[src/rtl/shell_integer_literal_parser_assert.svh]
// ------------------------------------------------------------------------
// shell integer literal parser assertion macros
// clocked check helpers, compiled out for synthesis
// ------------------------------------------------------------------------
`ifndef SHELL_INTEGER_LITERAL_PARSER_ASSERT_SVH
`define SHELL_INTEGER_LITERAL_PARSER_ASSERT_SVH

`ifndef SYNTHESIS

// same-cycle implication on clk, quiet in reset
`define SILP_ASSERT_IMP(label, ante, cons) \
  label: assert property (@(posedge clk) disable iff (rst) (ante) |-> (cons)) \
    else $error("silp check failed");

// next-cycle implication on clk, quiet in reset
`define SILP_ASSERT_NEXT(label, ante, cons) \
  label: assert property (@(posedge clk) disable iff (rst) (ante) |=> (cons)) \
    else $error("silp check failed");

`else

`define SILP_ASSERT_IMP(label, ante, cons)
`define SILP_ASSERT_NEXT(label, ante, cons)

`endif

`endif

[src/rtl/silp_pkg.sv]
// ------------------------------------------------------------------------
// silp_pkg
// types and constants shared by the shell integer literal parser
// ------------------------------------------------------------------------
`default_nettype none

package silp_pkg;

  // parse phases
  typedef enum logic [1:0] {
    PH_NORMAL,
    PH_ZERO,
    PH_LONG,
    PH_FRAC
  } phase_t;

  // configuration register indexes
  localparam logic CFG_ISO   = 1'b0;
  localparam logic CFG_OCTAL = 1'b1;

  // characters of interest
  localparam logic [7:0] CH_NUL  = 8'h00;
  localparam logic [7:0] CH_HASH = 8'h23;
  localparam logic [7:0] CH_DOT  = 8'h2E;
  localparam logic [7:0] CH_0    = 8'h30;
  localparam logic [7:0] CH_9    = 8'h39;
  localparam logic [7:0] CH_UA   = 8'h41;
  localparam logic [7:0] CH_UZ   = 8'h5A;
  localparam logic [7:0] CH_LA   = 8'h61;
  localparam logic [7:0] CH_LZ   = 8'h7A;
  localparam logic [7:0] CH_UX   = 8'h58;
  localparam logic [7:0] CH_LX   = 8'h78;
  localparam logic [7:0] CH_UU   = 8'h55;
  localparam logic [7:0] CH_LU   = 8'h75;
  localparam logic [7:0] CH_UL   = 8'h4C;
  localparam logic [7:0] CH_LL   = 8'h6C;

  // bases
  localparam logic [31:0] BASE_OCT = 32'd8;
  localparam logic [31:0] BASE_DEC = 32'd10;
  localparam logic [31:0] BASE_HEX = 32'd16;

  localparam logic [7:0] COUNT_MAX = 8'hFF;

  typedef struct packed {
    logic iso;
    logic octal;
  } cfg_t;

  // per-literal state; zero_prod and zero_prod10 hold acc*base and acc*10
  // taken when a leading zero is seen, ready for the zero to settle
  typedef struct packed {
    logic [63:0] acc;
    logic [31:0] base;
    logic        no_digit_yet;
    logic        unsigned_seen;
    logic        long_seen;
    phase_t      phase;
    logic [7:0]  pending;
    logic [7:0]  count;
    logic [63:0] zero_prod;
    logic [63:0] zero_prod10;
  } lit_state_t;

  typedef struct packed {
    logic [63:0] value;
    logic        status;
    logic [31:0] last_base;
    logic [7:0]  consumed_count;
  } result_t;

  localparam lit_state_t LIT_RESET = '{
    acc:           64'd0,
    base:          BASE_DEC,
    no_digit_yet:  1'b1,
    unsigned_seen: 1'b0,
    long_seen:     1'b0,
    phase:         PH_NORMAL,
    pending:       8'd0,
    count:         8'd0,
    zero_prod:     64'd0,
    zero_prod10:   64'd0
  };

endpackage

`default_nettype wire

[src/rtl/silp_char_if.sv]
// ------------------------------------------------------------------------
// silp_char_if
// character channel: valid/ready with one character code
// ------------------------------------------------------------------------
`default_nettype none

interface silp_char_if;
  logic       valid;
  logic       ready;
  logic [7:0] char_code;

  modport source (output valid, output char_code, input ready);
  modport sink   (input valid, input char_code, output ready);
endinterface

`default_nettype wire

[src/rtl/silp_result_if.sv]
// ------------------------------------------------------------------------
// silp_result_if
// result channel: valid/ready with the parsed literal
// ------------------------------------------------------------------------
`default_nettype none

interface silp_result_if;
  logic               valid;
  logic               ready;
  logic signed [63:0] value;
  logic               status;
  logic signed [31:0] last_base;
  logic        [7:0]  consumed_count;

  modport source (output valid, output value, output status, output last_base,
                  output consumed_count, input ready);
  modport sink   (input valid, input value, input status, input last_base,
                  input consumed_count, output ready);
endinterface

`default_nettype wire

[src/rtl/shell_integer_literal_parser.sv]
// ------------------------------------------------------------------------
// shell_integer_literal_parser
// character-at-a-time shell integer literal parser with base prefixes
// ------------------------------------------------------------------------
// usage
//   chars carries one character code per transfer; NUL or any character
//   that cannot belong to a literal ends it, and so does a bad digit or
//   suffix. each literal gives one transfer on results: value, status
//   (1 for a bad number), the base in force and the characters consumed
//   cfg_write/cfg_index/cfg_data set iso_constants (index 0) and
//   octal_leading_zero (index 1); write them only while the block is idle
// timing
//   a character transfer lands in the input register; from there it runs
//   through the parse logic into the literal state and, for a terminator,
//   loads the result register, which drives results.valid. one character
//   per cycle is sustained while no terminator waits on a full result
//   register: the limit is the single multiply-accumulate (two 32x32
//   partial products) per character
// stalls
//   a waiting result does not block characters that give no result; only
//   a character that ends a literal waits in the input register until the
//   result register is free, and chars.ready then drops
// reset
//   rst (synchronous) empties both registers, clears the literal state and
//   sets iso_constants to 1 and octal_leading_zero to 0
// ------------------------------------------------------------------------
`default_nettype none

`include "shell_integer_literal_parser_assert.svh"

module shell_integer_literal_parser (
  input  wire logic          clk,
  input  wire logic          rst,
  silp_char_if.sink          chars,
  silp_result_if.source      results,
  input  wire logic          cfg_write,
  input  wire logic          cfg_index,
  input  wire logic          cfg_data
);

  silp_pkg::cfg_t       cfg;
  silp_pkg::lit_state_t lit;
  silp_pkg::lit_state_t lit_next;
  silp_pkg::result_t    step_res;
  silp_pkg::result_t    out_res;
  logic                 emit;
  logic                 in_vld;
  logic [7:0]           in_char;
  logic                 out_vld;
  logic                 out_free;
  logic                 adv;

  // configuration registers
  always_ff @(posedge clk) begin
    if (rst) begin
      cfg.iso   <= 1'b1;
      cfg.octal <= 1'b0;
    end else if (cfg_write) begin
      case (cfg_index)
        silp_pkg::CFG_ISO:   cfg.iso   <= cfg_data;
        silp_pkg::CFG_OCTAL: cfg.octal <= cfg_data;
        default:             cfg.iso   <= cfg.iso;
      endcase
    end
  end

  // the held character moves on unless it ends a literal and the result
  // register is still full
  assign out_free    = !out_vld || results.ready;
  assign adv         = in_vld && (!emit || out_free);
  assign chars.ready = !in_vld || adv;

  // input register
  always_ff @(posedge clk) begin
    if (rst) begin
      in_vld <= 1'b0;
    end else if (chars.ready) begin
      in_vld <= chars.valid;
    end
  end

  always_ff @(posedge clk) begin
    if (chars.valid && chars.ready) begin
      in_char <= chars.char_code;
    end
  end

  silp_step u_step (
    .lit       (lit),
    .char_code (in_char),
    .cfg       (cfg),
    .lit_next  (lit_next),
    .emit      (emit),
    .res       (step_res)
  );

  // literal state
  always_ff @(posedge clk) begin
    if (rst) begin
      lit <= silp_pkg::LIT_RESET;
    end else if (adv) begin
      lit <= lit_next;
    end
  end

  // result register
  always_ff @(posedge clk) begin
    if (rst) begin
      out_vld <= 1'b0;
    end else if (adv && emit) begin
      out_vld <= 1'b1;
    end else if (results.ready) begin
      out_vld <= 1'b0;
    end
  end

  always_ff @(posedge clk) begin
    if (adv && emit) begin
      out_res <= step_res;
    end
  end

  assign results.valid          = out_vld;
  assign results.value          = out_res.value;
  assign results.status         = out_res.status;
  assign results.last_base      = out_res.last_base;
  assign results.consumed_count = out_res.consumed_count;

  // checks
  `SILP_ASSERT_IMP(a_zero_after_digit, lit.phase == silp_pkg::PH_ZERO, !lit.no_digit_yet)
  `SILP_ASSERT_IMP(a_long_has_flag, lit.phase == silp_pkg::PH_LONG, lit.long_seen)
  `SILP_ASSERT_NEXT(a_clear_after_result, adv && emit, (lit.phase == silp_pkg::PH_NORMAL) && (lit.count == 8'd0) && lit.no_digit_yet)
  `SILP_ASSERT_IMP(a_hold_only_on_full, in_vld && !adv, emit && out_vld && !results.ready)

endmodule

`default_nettype wire

[src/rtl/silp_mac.sv]
// ------------------------------------------------------------------------
// silp_mac
// base * acc + digit modulo 2^64, from two 32x32 partial products
// ------------------------------------------------------------------------
`default_nettype none

module silp_mac (
  input  wire logic [31:0] base,
  input  wire logic [63:0] acc,
  input  wire logic [5:0]  digit,
  output logic      [63:0] sum
);

  logic [63:0] prod_lo;
  logic [31:0] prod_hi;

  // base is positive whenever the product is used, so it needs no sign fix
  assign prod_lo = {32'd0, base} * {32'd0, acc[31:0]};
  assign prod_hi = base * acc[63:32];
  assign sum     = prod_lo + {prod_hi, 32'd0} + {58'd0, digit};

endmodule

`default_nettype wire

[src/rtl/silp_step.sv]
// ------------------------------------------------------------------------
// silp_step
// next literal state and result for one character
// ------------------------------------------------------------------------
`default_nettype none

module silp_step (
  input  wire silp_pkg::lit_state_t lit,
  input  wire logic [7:0]           char_code,
  input  wire silp_pkg::cfg_t       cfg,
  output silp_pkg::lit_state_t      lit_next,
  output logic                      emit,
  output silp_pkg::result_t         res
);

  silp_pkg::lit_state_t upd;
  logic        status;
  logic        is_dig;
  logic        is_upper;
  logic        is_lower;
  logic        is_alnum;
  logic        is_x;
  logic [5:0]  digit;
  logic [7:0]  cnt_inc;
  logic [31:0] base_z;
  logic [63:0] acc_z;
  logic        settle_ok;
  logic        run_pc;
  logic [63:0] pc_acc;
  logic [31:0] pc_base;
  logic        suffix_base;
  logic [63:0] mac_sum;

  // character classes
  always_comb begin
    is_dig   = (char_code >= silp_pkg::CH_0) && (char_code <= silp_pkg::CH_9);
    is_upper = (char_code >= silp_pkg::CH_UA) && (char_code <= silp_pkg::CH_UZ);
    is_lower = (char_code >= silp_pkg::CH_LA) && (char_code <= silp_pkg::CH_LZ);
    is_alnum = is_dig || is_upper || is_lower;
    is_x     = (char_code == silp_pkg::CH_LX) || (char_code == silp_pkg::CH_UX);
    if (is_dig) begin
      digit = 6'(char_code - silp_pkg::CH_0);
    end else if (is_upper) begin
      digit = 6'(char_code - silp_pkg::CH_UA) + 6'd10;
    end else if (is_lower) begin
      digit = 6'(char_code - silp_pkg::CH_LA) + 6'd10;
    end else begin
      digit = 6'd0;
    end
    cnt_inc = (lit.count == silp_pkg::COUNT_MAX) ? lit.count : lit.count + 8'd1;
  end

  // leading zero: base chosen by the character after it, product by selection
  always_comb begin
    if (is_x) begin
      base_z = silp_pkg::BASE_HEX;
      acc_z  = {lit.acc[59:0], 4'd0};
    end else if (cfg.octal) begin
      base_z = is_dig ? silp_pkg::BASE_OCT : silp_pkg::BASE_DEC;
      acc_z  = is_dig ? {lit.acc[60:0], 3'd0} : lit.zero_prod10;
    end else begin
      base_z = lit.base;
      acc_z  = lit.zero_prod;
    end
    settle_ok = !(lit.unsigned_seen || lit.long_seen) && ($signed(base_z) > 32'sd0);
  end

  assign suffix_base = (pc_base == silp_pkg::BASE_OCT) || (pc_base == silp_pkg::BASE_DEC) ||
                       (pc_base == silp_pkg::BASE_HEX);

  silp_mac u_mac (
    .base  (pc_base),
    .acc   (pc_acc),
    .digit (digit),
    .sum   (mac_sum)
  );

  // next state
  always_comb begin
    upd     = lit;
    emit    = 1'b0;
    status  = 1'b0;
    run_pc  = 1'b0;
    pc_acc  = lit.acc;
    pc_base = lit.base;

    case (lit.phase)
      silp_pkg::PH_FRAC: begin
        if (is_dig) begin
          upd.count = cnt_inc;
        end else begin
          emit = 1'b1;
        end
      end
      silp_pkg::PH_LONG: begin
        upd.phase = silp_pkg::PH_NORMAL;
        if (char_code == lit.pending) begin
          upd.count = cnt_inc;
        end else begin
          run_pc = 1'b1;
        end
      end
      silp_pkg::PH_ZERO: begin
        upd.phase = silp_pkg::PH_NORMAL;
        upd.base  = base_z;
        if (is_x) begin
          upd.count = cnt_inc;
          if (settle_ok) begin
            upd.acc = acc_z;
          end else begin
            emit   = 1'b1;
            status = 1'b1;
          end
        end else if (!settle_ok) begin
          emit   = 1'b1;
          status = 1'b1;
        end else begin
          run_pc  = 1'b1;
          pc_acc  = acc_z;
          pc_base = base_z;
        end
      end
      default: begin
        run_pc = 1'b1;
      end
    endcase

    if (run_pc) begin
      upd.acc  = pc_acc;
      upd.base = pc_base;
      if (char_code == silp_pkg::CH_NUL) begin
        emit = 1'b1;
      end else if (char_code == silp_pkg::CH_HASH) begin
        upd.base  = pc_acc[31:0];
        upd.acc   = 64'd0;
        upd.count = cnt_inc;
      end else if (char_code == silp_pkg::CH_DOT) begin
        upd.count = cnt_inc;
        if (pc_base != silp_pkg::BASE_DEC) begin
          emit   = 1'b1;
          status = 1'b1;
        end else begin
          upd.phase = silp_pkg::PH_FRAC;
        end
      end else if (cfg.iso && suffix_base &&
                   ((char_code == silp_pkg::CH_LU) || (char_code == silp_pkg::CH_UU))) begin
        upd.count = cnt_inc;
        if (lit.unsigned_seen) begin
          emit   = 1'b1;
          status = 1'b1;
        end else begin
          upd.unsigned_seen = 1'b1;
        end
      end else if (cfg.iso && suffix_base &&
                   ((char_code == silp_pkg::CH_LL) || (char_code == silp_pkg::CH_UL))) begin
        upd.count = cnt_inc;
        if (lit.long_seen) begin
          emit   = 1'b1;
          status = 1'b1;
        end else begin
          upd.long_seen = 1'b1;
          upd.pending   = char_code;
          upd.phase     = silp_pkg::PH_LONG;
        end
      end else if (!is_alnum) begin
        emit = 1'b1;
      end else begin
        upd.count = cnt_inc;
        if (cfg.iso && (char_code == silp_pkg::CH_0) && lit.no_digit_yet) begin
          // hold the zero until the next character decides the base
          upd.no_digit_yet = 1'b0;
          upd.phase        = silp_pkg::PH_ZERO;
          upd.zero_prod    = mac_sum;
          upd.zero_prod10  = {pc_acc[60:0], 3'd0} + {pc_acc[62:0], 1'b0};
        end else begin
          if (cfg.iso && is_dig) begin
            upd.no_digit_yet = 1'b0;
          end
          if (cfg.iso && (lit.unsigned_seen || lit.long_seen)) begin
            emit   = 1'b1;
            status = 1'b1;
          end else if ($signed({26'd0, digit}) >= $signed(pc_base)) begin
            emit   = 1'b1;
            status = 1'b1;
          end else begin
            upd.acc = mac_sum;
          end
        end
      end
    end
  end

  // outputs
  always_comb begin
    lit_next           = emit ? silp_pkg::LIT_RESET : upd;
    res.value          = upd.acc;
    res.status         = status;
    res.last_base      = upd.base;
    res.consumed_count = upd.count;
  end

endmodule

`default_nettype wire
[src/flat_wrapper.sv]
// flat-port wrapper written by rule: the top's interface ports become plain ports
module shell_integer_literal_parser_flat 
  (clk, rst, cfg_write, cfg_index, cfg_data, chars_valid, chars_char_code, chars_ready, results_valid, results_value, results_status, results_last_base, results_consumed_count, results_ready);
  silp_char_if chars_i ();
  silp_result_if results_i ();
  input  wire logic clk;
  input  wire logic rst;
  input  wire logic cfg_write;
  input  wire logic cfg_index;
  input  wire logic cfg_data;
  input wire logic [$bits(chars_i.valid)-1:0] chars_valid;
  input wire logic [$bits(chars_i.char_code)-1:0] chars_char_code;
  output wire logic [$bits(chars_i.ready)-1:0] chars_ready;
  output wire logic [$bits(results_i.valid)-1:0] results_valid;
  output wire logic [$bits(results_i.value)-1:0] results_value;
  output wire logic [$bits(results_i.status)-1:0] results_status;
  output wire logic [$bits(results_i.last_base)-1:0] results_last_base;
  output wire logic [$bits(results_i.consumed_count)-1:0] results_consumed_count;
  input wire logic [$bits(results_i.ready)-1:0] results_ready;
  assign chars_i.valid = chars_valid;
  assign chars_i.char_code = chars_char_code;
  assign chars_ready = chars_i.ready;
  assign results_valid = results_i.valid;
  assign results_value = results_i.value;
  assign results_status = results_i.status;
  assign results_last_base = results_i.last_base;
  assign results_consumed_count = results_i.consumed_count;
  assign results_i.ready = results_ready;
  shell_integer_literal_parser u_core (.clk(clk), .rst(rst), .chars(chars_i), .results(results_i), .cfg_write(cfg_write), .cfg_index(cfg_index), .cfg_data(cfg_data));
endmodule
[config.mk]
export PLATFORM = sky130hd
export DESIGN_NAME = shell_integer_literal_parser_flat
export DESIGN_NICKNAME = d
export VERILOG_FILES = /design/src/rtl/silp_pkg.sv /design/src/rtl/silp_char_if.sv /design/src/rtl/silp_result_if.sv /design/src/rtl/shell_integer_literal_parser.sv /design/src/rtl/silp_mac.sv /design/src/rtl/silp_step.sv /design/src/flat_wrapper.sv
export VERILOG_INCLUDE_DIRS = /design/src /design/src/rtl
export SDC_FILE = /design/constraint.sdc
export NUM_CORES = 2
export LEC_CHECK = 0
export BUFFER_PORTS_ARGS = -buffer_cell sky130_fd_sc_hd__buf_2
export CAP_MARGIN = 10
export CORE_AREA = 2 2 396 300
export CTS_CLUSTER_SIZE = 25
export DETAILED_ROUTE_END_ITERATION = 8
export DIE_AREA = 0 0 398 302
export GPL_TIMING_DRIVEN = 0
export PLACE_DENSITY = 0.76
export SKIP_LAST_GASP = 1
export SLEW_MARGIN = 0
export SYNTH_ARGS = -nofsm -noshare
export SYNTH_HDL_FRONTEND = slang
export SYNTH_SLANG_ARGS = --single-unit
[constraint.sdc]
create_clock -name clk -period 25.2 [get_ports clk]
set_clock_uncertainty 0.2 [all_clocks]
set_input_delay 2.52 -clock clk [delete_from_list [all_inputs] [get_ports clk]]
set_output_delay 2.52 -clock clk [all_outputs]
set_load 0.005 [all_outputs]
After elaboration in Yosys (flattened, before gate mapping)
Cells that the tools add are included.
Widths: inputs -> output; s select.
Word-level totals
  ROM bits: 0
  latch bits: 0
  memories kept: 0
  memory bits (writable): 0
  input bits: 15
  bits in registers: 362
  word-level logic and storage cells: 207
Cells by class
  order comparisons: 8
  divide/modulo/power cells: 0
  $add $sub $neg: 9
  shifts and indexed selects: 0
  eq/ne operators: 24
  multiply operators: 2
  bitwise logic cells: 1
  reductions and logical operators: 45
  muxes and demuxes: 99
Operator list (count)
  $mux 64: 15
  $mux 245: 3
  $mux 128: 5
  $mux 32: 6
  $mux 136: 1
  $add 64x64->64: 2
  $mux 96: 1
  $mux 8: 10
  $add 64x6->64: 1
  $eq 32x4->1 const B: 2
  $mul 32x32->64: 1
  $eq 8x7->1 const B: 6
  $mux 1: 41
  $eq 32x5->1 const B: 1
  $ge 7x32->1: 1
  $gt 32x1->1 const B: 1
  $mul 32x32->32: 1
  $ne 32x4->1 const B: 1
  $eq 8x6->1 const B: 3
  $pmux 8 s3: 1
  $mux 6: 3
  $reduce_and 9->1: 2
  $ge 8x7->1 const B: 2
  $le 8x7->1 const B: 2
  other kinds (31): 76

Logic depth before layout (Yosys ltp)
  word-level depth: 26
  gate-level depth with buffers: 57
  mapped depth without buffers: 52

Modules after synthesis
Synthesis repeated with hierarchy kept, for this count alone.
Unflattened totals
  cell total of the unflattened synthesis: 9190
  area total of the unflattened synthesis: 78601.6 um^2
By module, submodules not included
  silp_mac: cells an instance 5587, area an instance 49353.6 um^2, times used 1
  shell_integer_literal_parser: cells an instance 1195, area an instance 14737.9 um^2, times used 1
  silp_step: cells an instance 2408, area an instance 14510.2 um^2, times used 1

Worst setup path before layout
No wires, ideal clock.
  path kind: register to register
  from: register u_core.in_char[1]
  to: register u_core.out_res (netlist bit u_core.results.value[63]) (data pin)
  data arrival time: 12.590 ns
  clock period less this slack: 12.920 ns
  stages on the path, launching flop included: 54
  path slack: 12.280 ns
  path buffers: 4
  library setup time: 0.130 ns
  path through: edfxtp_1 -> clkbuf_1 -> inv_1 -> ha_1 -> nand2_1 -> nor4_2 -> nor2_1 -> o211ai_1 -> clkbuf_1 -> clkbuf_1 -> a211oi_1 -> a21oi_1 -> clkbuf_1 -> nor2_1 -> fa_1 -> fa_1 -> fa_1 -> inv_1 -> [18 not listed] -> fa_1 -> inv_1 -> ha_1 -> ha_1 -> xnor2_1 -> xnor2_1 -> xnor2_1 -> xnor2_1 -> xnor2_1 -> xnor2_1 -> xnor2_1 -> xor3_1 -> xnor2_1 -> xnor2_1 -> xnor2_1 -> xnor3_1 -> a211oi_2 -> or2_1
RTL lines
  start, declared: line shell_integer_literal_parser.sv:48  | logic [7:0] in_char;
  start signal, assigned: line shell_integer_literal_parser.sv:84  | in_char <= chars.char_code;
  end signal, assigned: line shell_integer_literal_parser.sv:119  | out_res <= step_res;
  end, declared: line shell_integer_literal_parser.sv:45  | silp_pkg::result_t out_res;

Worst setup path after layout
  from: register u_core.in_char[1]
  to: register, netlist name u_core.lit[127]
On the way
  word-level cells in the longest chain between the ends: 25
RTL lines
  parallel branches: the longest is 25 deep, another holds $mul 32x32->64
Several ways; the timed one is not identified. The select of a mux whose other input is x is not followed.
A chain may end at the register's enable or synchronous reset.

==> Flow_metrics.wiki <==
{| class="wikitable"
! Metric !! Value
|-
| Layout Utilization || 0.634
|-
| Via count || 66,000
|-
| Leftover overflow at the end of global routing || 0
|-
| Worst Setup End Kind || flip-flop
|-
| Syn avg cell area || 8.54 sq um
|-
| Family of cells with the greatest summed delay on the critical path || adder cells
|-
| Global-route wire length before repair || 462,000 microns
|-
| Hold Buf Count CTS || 0
|-
| Largest fanout on the critical path || 10
|-
| Number of buffers added on ports || 120
|-
| Area of the multi-input gates || 0.0534 sq mm
|-
| Number of instances in the synthesized netlist || 8,111
|-
| EDFF count, synth || 113
|-
| Worst stage delay on the critical path || 1.06 ns
|-
| Most instantiated cells after synthesis || sky130_fd_sc_hd__inv_1, sky130_fd_sc_hd__nand2_1, sky130_fd_sc_hd__fa_1
|-
| TritonCTS Sinks || 361
|-
| Sequential-to-total area share from yosys stat || 0.121
|-
| Average wire per standard cell || 33.5 microns
|-
| DRC || 3
|-
| Area leader, netlist || sky130_fd_sc_hd__fa_1
|-
| Pin count of the biggest net entering global routing || 58
|-
| Post-route minimum period || 18.41 ns
|-
| Worst supply voltage drop on vdd || 0.0000410 V
|-
| Routability Congestion || 1.16
|-
| Hpwl dp || 272,000 microns
|-
| DR vias/cell || 6.64
|-
| Pwr/cell area || 18.0 mW/mm^2
|-
| Number of H-tree levels || 2
|-
| Number of max-cap violations || 0
|-
| Highest clock frequency the design can meet || 0.0543 GHz
|-
| Worst endpoint data arrival time || 18.71 ns
|-
| Count of synthesis-stage warnings from yosys || 0
|-
| Worst setup path category || reg -> reg
|-
| Top-area cell type share of the netlist area || 0.388
|-
| Tot GR Track Use || 0.551
|-
| Library cells used by synthesis || 95
|-
| Buffers & Inverters on Critical Path || 10
|-
| Vias in the first global route || 63,800
|-
| Buffers inserted by post-CTS timing repair || 0
|-
| Endpoint, Worst Hold || u_core.lit[114]
|-
| Cell depth of the worst min-delay path || 1
|-
| Total number of placement rows || 109
|-
| Worst relative slew slack || 0.0357
|-
| Register clock-pin slew on the reported worst setup and hold paths || 0.08 ns
|-
| Mapped Area || 0.0693 sq mm
|-
| Worst flop-to-flop path endpoint || u_core.lit[127]
|-
| Required time at the endpoint of the critical path || 25.51 ns
|-
| Antenna-violating nets left || 0
|-
| Overall power || 1.33 mW
|-
| Launching element type of the critical path || flip-flop
|-
| Cells resized by post-CTS repair || 0
|-
| Leak Pwr || 33.8 nW
|-
| Number of primary I/O pins || 122
|-
| Number of iterations in the first detailed-routing pass || 9
|-
| Standard cell area after detailed placement || 0.0724 sq mm
|-
| Share of final-layout standard cells stronger than drive strength 1 || 0.0408
|-
| Setup slack of the worst register-to-register path || 6.79 ns
|-
| Core area || 0.117 sq mm
|-
| Post-synth top flop || sky130_fd_sc_hd__dfxtp_1
|-
| Post-synth net total || 9,936
|-
| Overall die width || 398 microns
|-
| TritonCTS clock tree || built
|-
| Clock buffers created by TritonCTS || 34
|-
| Unrepaired setup endpoints after global routing || false
|-
| Number of antenna violations at the first check in global routing || 35
|-
| Total wire length || 333,000 microns
|-
| Die outline area || 0.120 sq mm
|-
| Sequential cell area || 0.00836 sq mm
|-
| Area growth from synthesis to final layout || 6.74%
|-
| Violation count after the first detailed-route iteration || 11,300
|-
| Vertical extent of the die || 302 microns
|-
| Worst hold path class || reg -> reg
|-
| Clock latency at the later pin of the worst-skew pair || 0.61 ns
|-
| Violations in the final reports || DRC
|-
| Worst hold start || u_core.lit[114]
|-
| Number of buffers on the longest clock path || 3
|-
| Number of nets in the layout || 10,100
|-
| Max-slew violations || 0
|-
| Startpoint of the worst-slack reg-to-reg timing path || u_core.in_char[1]
|-
| Number of endpoints with negative hold slack in the final report || 0
|-
| Status || finished with violations
|-
| FF+latch count, synth || 361
|-
| Total negative setup slack || 0 ns
|-
| Worst reg-to-reg path cell count || 53
|-
| Most used cell along the critical path || sky130_fd_sc_hd__xnor2_1
|-
| Starting Density || 0.594
|-
| Setup violators final || 0
|-
| Total of fill cells in the finished design || 9,957
|-
| Top post-synthesis cells by area || sky130_fd_sc_hd__fa_1, sky130_fd_sc_hd__ha_1, sky130_fd_sc_hd__inv_1, sky130_fd_sc_hd__nand2_1, sky130_fd_sc_hd__dfxtp_1
|-
| Clock root buffer || sky130_fd_sc_hd__clkbuf_16
|-
| Period utilization || 0.730
|-
| Actual slew at the worst max-slew pin || 1.44 ns
|-
| CP max stage cell || sky130_fd_sc_hd__nor4_2
|-
| Post-layout instance area || 0.0740 sq mm
|-
| Cell with the most instances after synthesis || sky130_fd_sc_hd__inv_1
|-
| Fraction of registers with async set/reset || 0
|}
## registers in the layout (all words and copies together), names as in the netlist
signal and flops:
u_core.lit 244, u_core.results.value 64, u_core.results.last_base 32, u_core.in_char 8, u_core.cfg 2, u_core.results.status 1
u_core.in_vld 1, u_core.results.valid 1, u_core.results.consumed_count 8
## placed cells by master, fill, tap and decap left out, types with 28 or more instances in the layout
cell                        count
sky130_fd_sc_hd__a21oi_1      215
sky130_fd_sc_hd__a21o_1       108
sky130_fd_sc_hd__and2_1        96
sky130_fd_sc_hd__a22oi_1      152
sky130_fd_sc_hd__o21ai_1       70
sky130_fd_sc_hd__dfxtp_1      248
sky130_fd_sc_hd__a311oi_1      34
sky130_fd_sc_hd__o21a_1        28
sky130_fd_sc_hd__buf_1         39
sky130_fd_sc_hd__and3_1        38
sky130_fd_sc_hd__nand2_1     1431
sky130_fd_sc_hd__o21bai_1      29
sky130_fd_sc_hd__diode_2       56
sky130_fd_sc_hd__clkbuf_1     412
sky130_fd_sc_hd__a31oi_1       90
sky130_fd_sc_hd__buf_2        137
sky130_fd_sc_hd__o21ai_0      117
sky130_fd_sc_hd__ha_1         468
sky130_fd_sc_hd__nor2_1       727
sky130_fd_sc_hd__fa_1        1342
sky130_fd_sc_hd__edfxtp_1     113
sky130_fd_sc_hd__xnor2_1      150
sky130_fd_sc_hd__inv_1       1503
sky130_fd_sc_hd__a221oi_1      55
sky130_fd_sc_hd__clkbuf_16     35
sky130_fd_sc_hd__nand3_1       75
sky130_fd_sc_hd__xor2_1        60
sky130_fd_sc_hd__a22o_1        69
sky130_fd_sc_hd__nand2b_1      33
## kinds of logic after synthesis
family,after synthesis,share of synthesized area
AND/OR/NAND/NOR,2538,0.150
buffers and inverters,2008,0.110
adder cells (fa/ha/maj),1810,0.472
AO/OA/AOI/OAI,1137,0.111
flip-flops,361,0.121
XOR/XNOR,215,0.0279
multiplexers,42,0.00805
## metal layers
| metal | global-route usage | vias up | part of all wire |
|---|---|---|---|
| met5 | 0 | - | 0.00096 |
| met4 | 0.353 | 35 | 0.085 |
| met3 | 0.329 | 1644 | 0.20 |
| met2 | 0.697 | 6535 | 0.36 |
| met1 | 0.704 | 32100 | 0.35 |
| li1 | - | 25700 | - |
## where the power goes
group          leakage, nW  total (mW)  switching (mW)  internal [mW]
registers             3.09       0.614         0.00507          0.608
logic                 30.1       0.122          0.0960         0.0256
clock network        0.584       0.595           0.275          0.320
## worst register-to-register path, delay by kind of cell (launching register included)
family,cells,cell delay (ns)
simple gates,7,3.06
compound gates,10,2.79
buf+inv,10,3.53
flops,1,0.44
fa+ha+maj,13,5.35
xor+xnor,13,2.95
## worst max-delay path by stage
stage,startpoint,end,cells past startpoint
floorplan,u_core.in_char[1],u_core.results.value[63],53
global placement,u_core.cfg[0],u_core.lit[127],50
detailed placement,u_core.in_char[1],u_core.lit[127],54
CTS,u_core.in_char[1],u_core.lit[127],54
global route,u_core.in_char[1],u_core.lit[127],54
finish,u_core.in_char[1],u_core.lit[127],53
## cell type report
class | count | share of cell area
plain buffers | 495 | 0.0263
well taps | 1554 | 0.0263
clock buffers | 40 | 0.0125
multi-input cells | 5742 | 0.722
repair buffers | 166 | 0.0176
clock inverters | 21 | 0.00370
flip-flops and latches | 361 | 0.113
inverters | 1513 | 0.0768
diodes | 56 | 0.00189
## through the flow
stage                     instances  hold WS [ns]  setup WS (ns)
after floorplan                8111         0.221          12.28
final                          9948         0.260           6.79
after global placement         9785         0.238           7.91
after global routing           9899         0.284           7.22
after CTS                      9878         0.258           8.02
after detailed placement       9817         0.240           8.08
Power figures use the tool's default switching activity.
